**src/rtl/pmq_pkg.sv**
```systemverilog
// Shared types, sizes and helpers for the port mailbox queues.
`timescale 1ns / 1ps

package pmq_pkg;

  localparam int NUM_PORTS   = 8;
  localparam int QUEUE_DEPTH = 16;

  localparam int SLOT_W    = (NUM_PORTS > 1) ? $clog2(NUM_PORTS) : 1;
  localparam int HEAD_W    = $clog2(QUEUE_DEPTH);
  localparam int CNT_W     = $clog2(QUEUE_DEPTH + 1);
  localparam int SUM_W     = CNT_W + 1;
  localparam int MEM_DEPTH = NUM_PORTS * QUEUE_DEPTH;
  localparam int ADDR_W    = (MEM_DEPTH > 1) ? $clog2(MEM_DEPTH) : 1;

  localparam int FIFO_DEPTH = 2;
  localparam int FIFO_PTR_W = 1;
  localparam int FIFO_CNT_W = 2;

  localparam int PORT_W   = 8;
  localparam int THREAD_W = 8;
  localparam int DATA_W   = 8;
  localparam int MSG_W    = THREAD_W + DATA_W;
  localparam int QCNT_W   = 5;

  typedef enum logic [1:0] {
    OP_LISTEN = 2'd0,
    OP_SEND   = 2'd1,
    OP_RECV   = 2'd2,
    OP_NOP    = 2'd3
  } op_t;

  typedef enum logic [2:0] {
    ST_OK         = 3'd0,
    ST_UNKNOWN    = 3'd1,
    ST_FULL       = 3'd2,
    ST_EMPTY      = 3'd3,
    ST_TABLE_FULL = 3'd4
  } status_t;

  typedef struct packed {
    op_t                 op;
    logic [PORT_W-1:0]   port_id;
    logic [THREAD_W-1:0] sender;
    logic [DATA_W-1:0]   data;
  } item_t;

  typedef struct packed {
    status_t             status;
    logic                msg_valid;
    logic [THREAD_W-1:0] msg_sender;
    logic [DATA_W-1:0]   msg_data;
    logic [QCNT_W-1:0]   queue_count;
  } result_t;

  // Reported count keeps the low five bits only.
  function automatic logic [QCNT_W-1:0] count_out(input logic [CNT_W-1:0] c);
    logic [CNT_W+QCNT_W-1:0] ext;
    ext = {{QCNT_W{1'b0}}, c};
    return ext[QCNT_W-1:0];
  endfunction

endpackage

```
**src/rtl/pmq_front.sv**
```systemverilog
// Front end: unpack incoming words and classify the operation.
`timescale 1ns / 1ps

module pmq_front (
  input  logic               in_tvalid,
  output logic               in_tready,
  input  logic [31:0]        in_tdata,
  input  logic [1:0]         in_tuser,
  output logic               push_valid,
  input  logic               push_ready,
  output pmq_pkg::item_t     push_item
);

  pmq_pkg::op_t op;

  always_comb begin
    unique case (in_tuser)
      2'd0:    op = pmq_pkg::OP_LISTEN;
      2'd1:    op = pmq_pkg::OP_SEND;
      2'd2:    op = pmq_pkg::OP_RECV;
      default: op = pmq_pkg::OP_NOP;
    endcase
  end

  assign push_item.op      = op;
  assign push_item.port_id = in_tdata[7:0];
  assign push_item.sender  = in_tdata[15:8];
  assign push_item.data    = in_tdata[23:16];

  assign push_valid = in_tvalid;
  assign in_tready  = push_ready;

endmodule

```
**src/rtl/pmq_queue.sv**
```systemverilog
// Short queue of classified words between front end and mailbox engine.
`timescale 1ns / 1ps

module pmq_queue (
  input  logic           clk,
  input  logic           rst_n,
  input  logic           push_valid,
  output logic           push_ready,
  input  pmq_pkg::item_t push_item,
  output logic           pop_valid,
  input  logic           pop_ready,
  output pmq_pkg::item_t pop_item
);

  pmq_pkg::item_t                   store_r [pmq_pkg::FIFO_DEPTH];
  logic [pmq_pkg::FIFO_PTR_W-1:0]   wr_ptr_r, wr_ptr_nxt;
  logic [pmq_pkg::FIFO_PTR_W-1:0]   rd_ptr_r, rd_ptr_nxt;
  logic [pmq_pkg::FIFO_CNT_W-1:0]   cnt_r, cnt_nxt;
  logic                             do_push, do_pop;

  assign push_ready = (cnt_r != pmq_pkg::FIFO_CNT_W'(pmq_pkg::FIFO_DEPTH));
  assign pop_valid  = (cnt_r != '0);
  assign pop_item   = store_r[rd_ptr_r];
  assign do_push    = push_valid && push_ready;
  assign do_pop     = pop_valid && pop_ready;

  always_comb begin
    wr_ptr_nxt = wr_ptr_r;
    rd_ptr_nxt = rd_ptr_r;
    cnt_nxt    = cnt_r;
    if (do_push) begin
      wr_ptr_nxt = (wr_ptr_r == pmq_pkg::FIFO_PTR_W'(pmq_pkg::FIFO_DEPTH - 1)) ?
                   '0 : wr_ptr_r + 1'b1;
    end
    if (do_pop) begin
      rd_ptr_nxt = (rd_ptr_r == pmq_pkg::FIFO_PTR_W'(pmq_pkg::FIFO_DEPTH - 1)) ?
                   '0 : rd_ptr_r + 1'b1;
    end
    if (do_push && !do_pop) begin
      cnt_nxt = cnt_r + 1'b1;
    end else if (do_pop && !do_push) begin
      cnt_nxt = cnt_r - 1'b1;
    end
  end

  always_ff @(posedge clk) begin
    if (!rst_n) begin
      wr_ptr_r <= '0;
      rd_ptr_r <= '0;
      cnt_r    <= '0;
    end else begin
      wr_ptr_r <= wr_ptr_nxt;
      rd_ptr_r <= rd_ptr_nxt;
      cnt_r    <= cnt_nxt;
    end
  end

  always_ff @(posedge clk) begin
    if (do_push) begin
      store_r[wr_ptr_r] <= push_item;
    end
  end

endmodule

```
**src/rtl/pmq_back.sv**
```systemverilog
// Mailbox engine: port table, ring pointers, message memory and result register.
`timescale 1ns / 1ps

module pmq_back (
  input  logic             clk,
  input  logic             rst_n,
  input  logic             pop_valid,
  output logic             pop_ready,
  input  pmq_pkg::item_t   pop_item,
  output logic             out_valid,
  input  logic             out_ready,
  output pmq_pkg::result_t out_res
);

  typedef enum logic {S_EXEC, S_READ} state_t;

  state_t                          state_r;
  logic                            in_use_r   [pmq_pkg::NUM_PORTS];
  logic [pmq_pkg::PORT_W-1:0]      port_num_r [pmq_pkg::NUM_PORTS];
  logic [pmq_pkg::HEAD_W-1:0]      head_r     [pmq_pkg::NUM_PORTS];
  logic [pmq_pkg::CNT_W-1:0]       count_r    [pmq_pkg::NUM_PORTS];
  logic [pmq_pkg::MSG_W-1:0]       mem        [pmq_pkg::MEM_DEPTH];
  logic [pmq_pkg::MSG_W-1:0]       rd_data_r;
  logic                            out_valid_r;
  pmq_pkg::result_t                out_res_r;
  pmq_pkg::result_t                pend_r;

  logic                            found, have_free, take;
  logic [pmq_pkg::SLOT_W-1:0]      slot, free_slot;
  logic [pmq_pkg::HEAD_W-1:0]      cur_head, next_head;
  logic [pmq_pkg::CNT_W-1:0]       cur_cnt;
  logic [pmq_pkg::SUM_W-1:0]       tail_sum, tail_wrap;
  logic [pmq_pkg::HEAD_W-1:0]      pos;
  logic [pmq_pkg::ADDR_W-1:0]      mem_addr;
  logic                            mem_we;
  logic                            do_listen, do_send, do_recv;
  pmq_pkg::result_t                res;
  pmq_pkg::result_t                read_res;

  // Parallel port lookup and lowest free entry.
  always_comb begin
    found     = 1'b0;
    have_free = 1'b0;
    slot      = '0;
    free_slot = '0;
    for (int i = pmq_pkg::NUM_PORTS - 1; i >= 0; i--) begin
      if (in_use_r[i] && (port_num_r[i] == pop_item.port_id)) begin
        found = 1'b1;
        slot  = pmq_pkg::SLOT_W'(i);
      end
      if (!in_use_r[i]) begin
        have_free = 1'b1;
        free_slot = pmq_pkg::SLOT_W'(i);
      end
    end
  end

  assign cur_head  = head_r[slot];
  assign cur_cnt   = count_r[slot];
  assign tail_sum  = pmq_pkg::SUM_W'(cur_head) + pmq_pkg::SUM_W'(cur_cnt);
  assign tail_wrap = (tail_sum >= pmq_pkg::SUM_W'(pmq_pkg::QUEUE_DEPTH)) ?
                     tail_sum - pmq_pkg::SUM_W'(pmq_pkg::QUEUE_DEPTH) : tail_sum;
  assign next_head = (cur_head == pmq_pkg::HEAD_W'(pmq_pkg::QUEUE_DEPTH - 1)) ?
                     '0 : cur_head + 1'b1;

  always_comb begin
    pos      = tail_wrap[pmq_pkg::HEAD_W-1:0];
    if (pop_item.op == pmq_pkg::OP_RECV) begin
      pos = cur_head;
    end
    mem_addr = pmq_pkg::ADDR_W'(slot) * pmq_pkg::ADDR_W'(pmq_pkg::QUEUE_DEPTH)
             + pmq_pkg::ADDR_W'(pos);
  end

  assign take      = (state_r == S_EXEC) && pop_valid && (!out_valid_r || out_ready);
  assign pop_ready = take;

  // Classify the outcome of the word at the head of the queue.
  always_comb begin
    res           = '0;
    res.status    = pmq_pkg::ST_OK;
    do_listen     = 1'b0;
    do_send       = 1'b0;
    do_recv       = 1'b0;
    unique case (pop_item.op)
      pmq_pkg::OP_LISTEN: begin
        if (found) begin
          res.queue_count = pmq_pkg::count_out(cur_cnt);
        end else if (!have_free) begin
          res.status = pmq_pkg::ST_TABLE_FULL;
        end else begin
          do_listen = 1'b1;
        end
      end
      pmq_pkg::OP_SEND: begin
        if (!found) begin
          res.status = pmq_pkg::ST_UNKNOWN;
        end else if (cur_cnt >= pmq_pkg::CNT_W'(pmq_pkg::QUEUE_DEPTH)) begin
          res.status      = pmq_pkg::ST_FULL;
          res.queue_count = pmq_pkg::count_out(cur_cnt);
        end else begin
          do_send         = 1'b1;
          res.queue_count = pmq_pkg::count_out(cur_cnt + 1'b1);
        end
      end
      pmq_pkg::OP_RECV: begin
        if (!found) begin
          res.status = pmq_pkg::ST_UNKNOWN;
        end else if (cur_cnt == '0) begin
          res.status = pmq_pkg::ST_EMPTY;
        end else begin
          do_recv         = 1'b1;
          res.msg_valid   = 1'b1;
          res.queue_count = pmq_pkg::count_out(cur_cnt - 1'b1);
        end
      end
      default: begin
        if (found) begin
          res.queue_count = pmq_pkg::count_out(cur_cnt);
        end
      end
    endcase
  end

  // Merge the message read out of the memory into the waiting receive result.
  always_comb begin
    read_res            = pend_r;
    read_res.msg_sender = rd_data_r[pmq_pkg::MSG_W-1:pmq_pkg::DATA_W];
    read_res.msg_data   = rd_data_r[pmq_pkg::DATA_W-1:0];
  end

  assign mem_we = take && do_send;

  always_ff @(posedge clk) begin
    if (!rst_n) begin
      state_r     <= S_EXEC;
      out_valid_r <= 1'b0;
      for (int i = 0; i < pmq_pkg::NUM_PORTS; i++) begin
        in_use_r[i] <= 1'b0;
        head_r[i]   <= '0;
        count_r[i]  <= '0;
      end
    end else begin
      unique case (state_r)
        S_EXEC: begin
          if (take && !do_recv) begin
            out_valid_r <= 1'b1;
          end else if (out_valid_r && out_ready) begin
            out_valid_r <= 1'b0;
          end
          if (take) begin
            if (do_listen) begin
              in_use_r[free_slot] <= 1'b1;
              head_r[free_slot]   <= '0;
              count_r[free_slot]  <= '0;
            end
            if (do_send) begin
              count_r[slot] <= cur_cnt + 1'b1;
            end
            if (do_recv) begin
              head_r[slot]  <= next_head;
              count_r[slot] <= cur_cnt - 1'b1;
              state_r       <= S_READ;
            end
          end
        end
        S_READ: begin
          out_valid_r <= 1'b1;
          state_r     <= S_EXEC;
        end
        default: state_r <= S_EXEC;
      endcase
    end
  end

  // Payload registers.
  always_ff @(posedge clk) begin
    if (take && do_listen) begin
      port_num_r[free_slot] <= pop_item.port_id;
    end
    if (take) begin
      pend_r    <= res;
      out_res_r <= res;
    end else if (state_r == S_READ) begin
      out_res_r <= read_res;
    end
  end

  // Message memory: up to one write and one registered read per cycle.
  always_ff @(posedge clk) begin
    if (mem_we) begin
      mem[mem_addr] <= {pop_item.sender, pop_item.data};
    end
    rd_data_r <= mem[mem_addr];
  end

  assign out_valid = out_valid_r;
  assign out_res   = out_res_r;

endmodule

```
**src/rtl/port_mailbox_queues.sv**
```systemverilog
// Top level of the port mailbox queues: stream ports, front end, queue, engine.
`timescale 1ns / 1ps

// Mailbox engine with a table of 8 ports, each owning a 16-word ring of
// messages (source thread, data byte). Every input word carries an operation
// in in_tuser (0 listen, 1 send, 2 receive, 3 no-op) and yields exactly one
// result word carrying a status (ok, unknown port, queue full, queue empty,
// port table full), the received message if any, and the addressed port's
// queue count after the operation. New ports take the lowest free table
// entry and are never removed. Input words pass a two-word queue into the
// engine, so the input side keeps accepting while a result waits. The engine
// takes a new word whenever it is in S_EXEC and its result register is free
// or being taken; a receive that returns a message passes through S_READ for
// the registered read of the message memory. A result word is registered in
// the engine and presented on out_tdata. The message memory needs no clearing:
// only written entries are ever returned.
module port_mailbox_queues (
  input  logic        clk,
  input  logic        rst_n,
  input  logic        in_tvalid,
  output logic        in_tready,
  // [7:0] port_id, [15:8] sender, [23:16] data, [31:24] zero
  input  logic [31:0] in_tdata,
  // [1:0] func
  input  logic [1:0]  in_tuser,
  output logic        out_tvalid,
  input  logic        out_tready,
  // [2:0] status, [3] msg_valid, [11:4] msg_sender, [19:12] msg_data,
  // [24:20] queue_count, [31:25] zero
  output logic [31:0] out_tdata
);

  logic             push_valid, push_ready;
  pmq_pkg::item_t   push_item;
  logic             pop_valid, pop_ready;
  pmq_pkg::item_t   pop_item;
  pmq_pkg::result_t res;

  // Unpack and classify the incoming word.
  pmq_front u_front (
    .in_tvalid  (in_tvalid),
    .in_tready  (in_tready),
    .in_tdata   (in_tdata),
    .in_tuser   (in_tuser),
    .push_valid (push_valid),
    .push_ready (push_ready),
    .push_item  (push_item)
  );

  // Hold words while the engine is busy.
  pmq_queue u_queue (
    .clk        (clk),
    .rst_n      (rst_n),
    .push_valid (push_valid),
    .push_ready (push_ready),
    .push_item  (push_item),
    .pop_valid  (pop_valid),
    .pop_ready  (pop_ready),
    .pop_item   (pop_item)
  );

  // Carry out the operation and register the result word.
  pmq_back u_back (
    .clk       (clk),
    .rst_n     (rst_n),
    .pop_valid (pop_valid),
    .pop_ready (pop_ready),
    .pop_item  (pop_item),
    .out_valid (out_tvalid),
    .out_ready (out_tready),
    .out_res   (res)
  );

  assign out_tdata = {7'd0, res.queue_count, res.msg_data, res.msg_sender,
                      res.msg_valid, res.status};

endmodule
```
**config.mk**
```make
export PLATFORM = sky130hd
export DESIGN_NAME = port_mailbox_queues
export DESIGN_NICKNAME = d
export VERILOG_FILES = /design/src/rtl/pmq_pkg.sv /design/src/rtl/pmq_front.sv /design/src/rtl/pmq_queue.sv /design/src/rtl/pmq_back.sv /design/src/rtl/port_mailbox_queues.sv
export SDC_FILE = /design/constraint.sdc
export NUM_CORES = 2
export LEC_CHECK = 0
export BUFFER_PORTS_ARGS = -buffer_cell sky130_fd_sc_hd__clkbuf_2
export CELL_PAD_IN_SITES_DETAIL_PLACEMENT = 0
export CELL_PAD_IN_SITES_GLOBAL_PLACEMENT = 1
export CORE_MARGIN = 2
export CORE_UTILIZATION = 54
export DETAILED_ROUTE_END_ITERATION = 6
export MAX_ROUTING_LAYER = met4
export PLACE_DENSITY_LB_ADDON = 0.3
export SETUP_SLACK_MARGIN = 0.05
export SLEW_MARGIN = 20
export SYNTH_ARGS = -nofsm -noshare
export SYNTH_HDL_FRONTEND = slang
export SYNTH_SLANG_ARGS = --single-unit
```
**constraint.sdc**
```tcl
create_clock -name clk -period 10.15 [get_ports clk]
set_input_delay 1.5225 -clock clk [delete_from_list [all_inputs] [get_ports clk]]
set_output_delay 1.5225 -clock clk [all_outputs]
set_load 0.02 [all_outputs]
```
==> results.yml <==
clock_tree:
  post_cts_buffers: 0
  ctsHoldBuffers: 0
  clk_latency_ns: 0.88
  clk_pin_slew_ns: 0.06
  cts_tree: "done"
  h-tree-depth: 4
  cts_repair_resize_count: 0
  max-clock-path-buffers: 3
  numCtsBuffers: 220
  clock_sinks: 2301
  clockRootBuffer: "clkbuf_16"
synth:
  synth_warnings: 0
  syn_area_per_cell_um2: 16.5
  synthArstFlopShare_pct: 0
  synth_edf_count: 2254
  yosysSeqAreaShare_pct: 78.2
  yosysTopAreaCell: "edfxtp_1"
  muxShareOfSynthArea_pct: 2.25
  synth_compound_gate_area_share_pct: 10.4
  netlist_instances: 5334
  synth_ff_type: "edfxtp_1"
  synthAdderAreaFrac_pct: 0.180
  yosysTopAreaCellShare_pct: 77.1
  synthSimpleGateAreaFrac_pct: 6.37
  synthesis.area_um2: 87800
  yosys-top-cells-area: "edfxtp_1 77%, nand2_1 2.2%, a221oi_1 2.0%"
  ys_ff_latch: 2301
  synth-xor-area-share_pct: 0.748
  synth_top_family_by_area: "compound AO/OA/AOI/OAI gates"
  yosysUniqueCellTypes: 95
drt:
  vias_per_cell: 6.71
  postRouteAntennaNets: 0
  wirelength_mm: 259
  num_vias: 53343
  drcViolationCount: 0
  drt_pre_antenna_iters: 7
  wl_per_cell_um: 32.6
  drt_iter0_markers: 9379
grt:
  grt_start_max_net_pins: 89
  grtUsageTotal_pct: 31.7
  antenna_found_initial: 10
  grt_pass1_wl_mm: 368
  overflow: 0
  grt_pass1_vias: 50243
floorplan:
  die_y_um: 407
  pin_count: 72
  initial_core_util_pct: 54.6
  row_count: 147
  die_x_um: 407
  core-area_um2: 161000
  die_area_um2: 166000
timing:
  fin_crit_sh_pct: 93.3
  finalHoldViolCount: 0
  finalMaxSlewViolations: 0
  rsz0062_at_grt: "false"
  setup_viol: 0
  hold_slack_ns: 0.473
  relSlewSlack_pct: 18.4
  fmaxAchievable_ghz: 0.106
  fin_skew_ns: 0.0704
  period_minus_slack_ns: 9.47
  worst_pin_slew_ns: 1.22
  fin_tns_setup_ns: 0
layout:
  nFillCells: 11504
  nets: 5652
  drive_above_1_share_pct: 13.5
  design_area_um2: 99300
  area_delta_synth_final_pct: 13.1
pwr:
  irDropWorstVdd_v: 0.000229
  p_int_uw: 17400
  p_sw_uw: 8020
  p_sw_share_pct: 31.5
  seqPwrFrac_pct: 45.3
  pwr-share-comb_pct: 23.3
  p_leak_uw: 0.0317
  pwr-share-clk_pct: 31.3
  power_density_nw_per_um2: 256
setup_path:
  cp.arrival_ns: 10.24
  reg2regPathDepth: 21
  worstSetupEndpointType: "register"
  regToRegEndpoint: "u_back.rd_data_r[6]"
  path_class: "register to register"
  crit_fanout: 27
  required_ns: 10.92
  r2r_slack_ns: 0.68
  crit_path_end: "u_back.rd_data_r[6]"
  start_kind: "register"
place:
  port_buffers: 56
  place.gp.congestion: 0.928
  detailed_place_hpwl_mm: 155
  post_dp_cell_area_um2: 92300
outcome:
  status: "complete, no violations"
hold_path:
  hold_class: "register to register"
  hold-path-cell-count: 2
job:
  maxCapViolations: 0
==> stage by stage <==
step                      util [%]  std cells  power [uW]  setup WS (ns)
final                         61.7       7952       25500          0.676
after global routing          61.7       7951       26100          0.267
after CTS                     61.7       7946       25400          0.874
after detailed placement      57.4       7540       17500          0.905
after global placement        57.3       7539       17400          0.782
after floorplan                  -       5340       14800           2.74
==> worst min path at each step <==
stage / slack, ns / start / end
after detailed placement: 0.46 / u_back.rd_data_r[1] / u_back.out_res[6]
after floorplan: 0.44 / u_back.rd_data_r[7] / u_back.out_res[12]
after global placement: 0.45 / u_back.rd_data_r[1] / u_back.out_res[6]
final: 0.47 / u_back.rd_data_r[1] / u_back.out_res[6]
after global routing: 0.52 / u_back.rd_data_r[1] / u_back.out_res[6]
after CTS: 0.47 / u_back.rd_data_r[1] / u_back.out_res[6]
==> worst max-delay path, cell delays in order, from the launching register on <==
cell and delay, ns:
dfxtp_2 0.64, mux2i_4 0.69, xnor2_1 0.21, a2111oi_1 0.68
nand2_1 0.36, a31o_2 0.37, nor2_4 0.61, mux2i_1 0.31
o22a_1 0.17, o211a_1 0.32, inv_1 0.26, ha_1 0.29
fa_1 0.53, nor2_1 0.24, a31o_2 0.80, nand2_1 0.81
o22ai_1 0.44, a21oi_1 0.09, and3_1 0.22, a311oi_1 0.85
a31oi_1 0.22, o221ai_1 0.24
==> layer usage <==
layer	wire, um	vias up	GRT usage, %
li1	-	22119	-
met1	99900	27043	44.0
met2	116000	3683	45.7
met3	32500	498	7.16
met4	11500	0	13.1
met5	0	-	-
==> synthesized netlist by cell type, drive strengths merged (7+ instances only) <==
library cell,number
a31oi,48
edfxtp,2254
a221oi,205
and3,47
xnor2,68
inv,29
o21ai,101
nor4,23
nand4,88
mux2i,163
nand3b,9
and2,15
a32oi,12
xor2,7
dfxtp,47
nand2,528
or4,7
a21oi,150
a221o,36
o211ai,24
nand2b,7
o21a,11
a222oi,102
and4,7
a211oi,49
buf,222
a2111oi,31
mux2,21
clkbuf,98
or2,9
ha,11
o22ai,13
nand3,172
nor2,244
a22oi,205
o2bb2ai,49
a21boi,16
a22o,60
a31o,7
nor3,65
==> power by group through the flow <==
stage | clock, uW | combinational (uW) | sequential (uW)
global route | 8390 | 6170 | 11500
floorplan | 0 | 3160 | 11700
detailed placement | 0 | 5800 | 11700
CTS | 8020 | 5820 | 11500
global placement | 0 | 5700 | 11700
finish | 7980 | 5930 | 11500
==> final cells by class <==
class | count | area (um^2) | share of cell area (%)
clock inverter | 137 | 1280 | 1.29
multi-input combinational | 2689 | 17900 | 18.1
sequential | 2301 | 68600 | 69.1
inverter | 30 | 113 | 0.113
antenna | 6 | 15.0 | 0.0151
timing repair buffer | 360 | 2930 | 2.95
clock buffer | 269 | 5730 | 5.77
tap | 2160 | 2700 | 2.72
==> kinds of logic (layout without fill, tap and decap cells) <==
kind of cell,count (synthesis),after routing
compound gates,1175,1175
xor+xnor,75,75
fa+ha+maj,12,12
buf+inv,350,796
flops,2301,2301
mux,185,185
other cells,1,13
simple gates,1235,1235
==> placed cells by master, fill, tap and decap left out, types with 23 or more instances in the layout <==
cell type / instances
clkbuf_1: 45
clkbuf_16: 220
edfxtp_1: 2254
nor2_1: 237
nand3_1: 172
inv_1: 28
nand2_1: 524
nand4_1: 88
clkinv_1: 64
buf_12: 28
buf_4: 275
a211oi_1: 48
o211ai_1: 23
clkbuf_2: 56
dfxtp_1: 45
nor3_2: 40
xnor2_1: 68
a222oi_1: 102
a221oi_1: 202
o21ai_0: 93
mux2i_1: 156
and3_1: 45
a2111oi_0: 24
a221o_1: 36
a22oi_1: 205
a31oi_1: 46
clkinv_2: 33
o2bb2ai_1: 49
a22o_1: 60
a21oi_1: 145
==> state kept, by name, summed over array words and instances, names as in the netlist, named ones only <==
| name | flops |
|---|---|
| u_back.count_r | 40 |
| u_back.head_r | 32 |
| u_back.in_use_r | 8 |
| u_back.mem | 2048 |
| u_back.out_res | 25 |
| u_back.out_valid | 1 |
| u_back.pend_r | 9 |
| u_back.port_num_r | 64 |
| u_back.rd_data_r | 16 |
| u_back.state_r | 1 |
| u_queue.cnt_r | 2 |
| u_queue.rd_ptr_r | 1 |
| u_queue.store_r | 52 |
| u_queue.wr_ptr_r | 1 |
No activity file was read; power rests on OpenSTA's default activity.
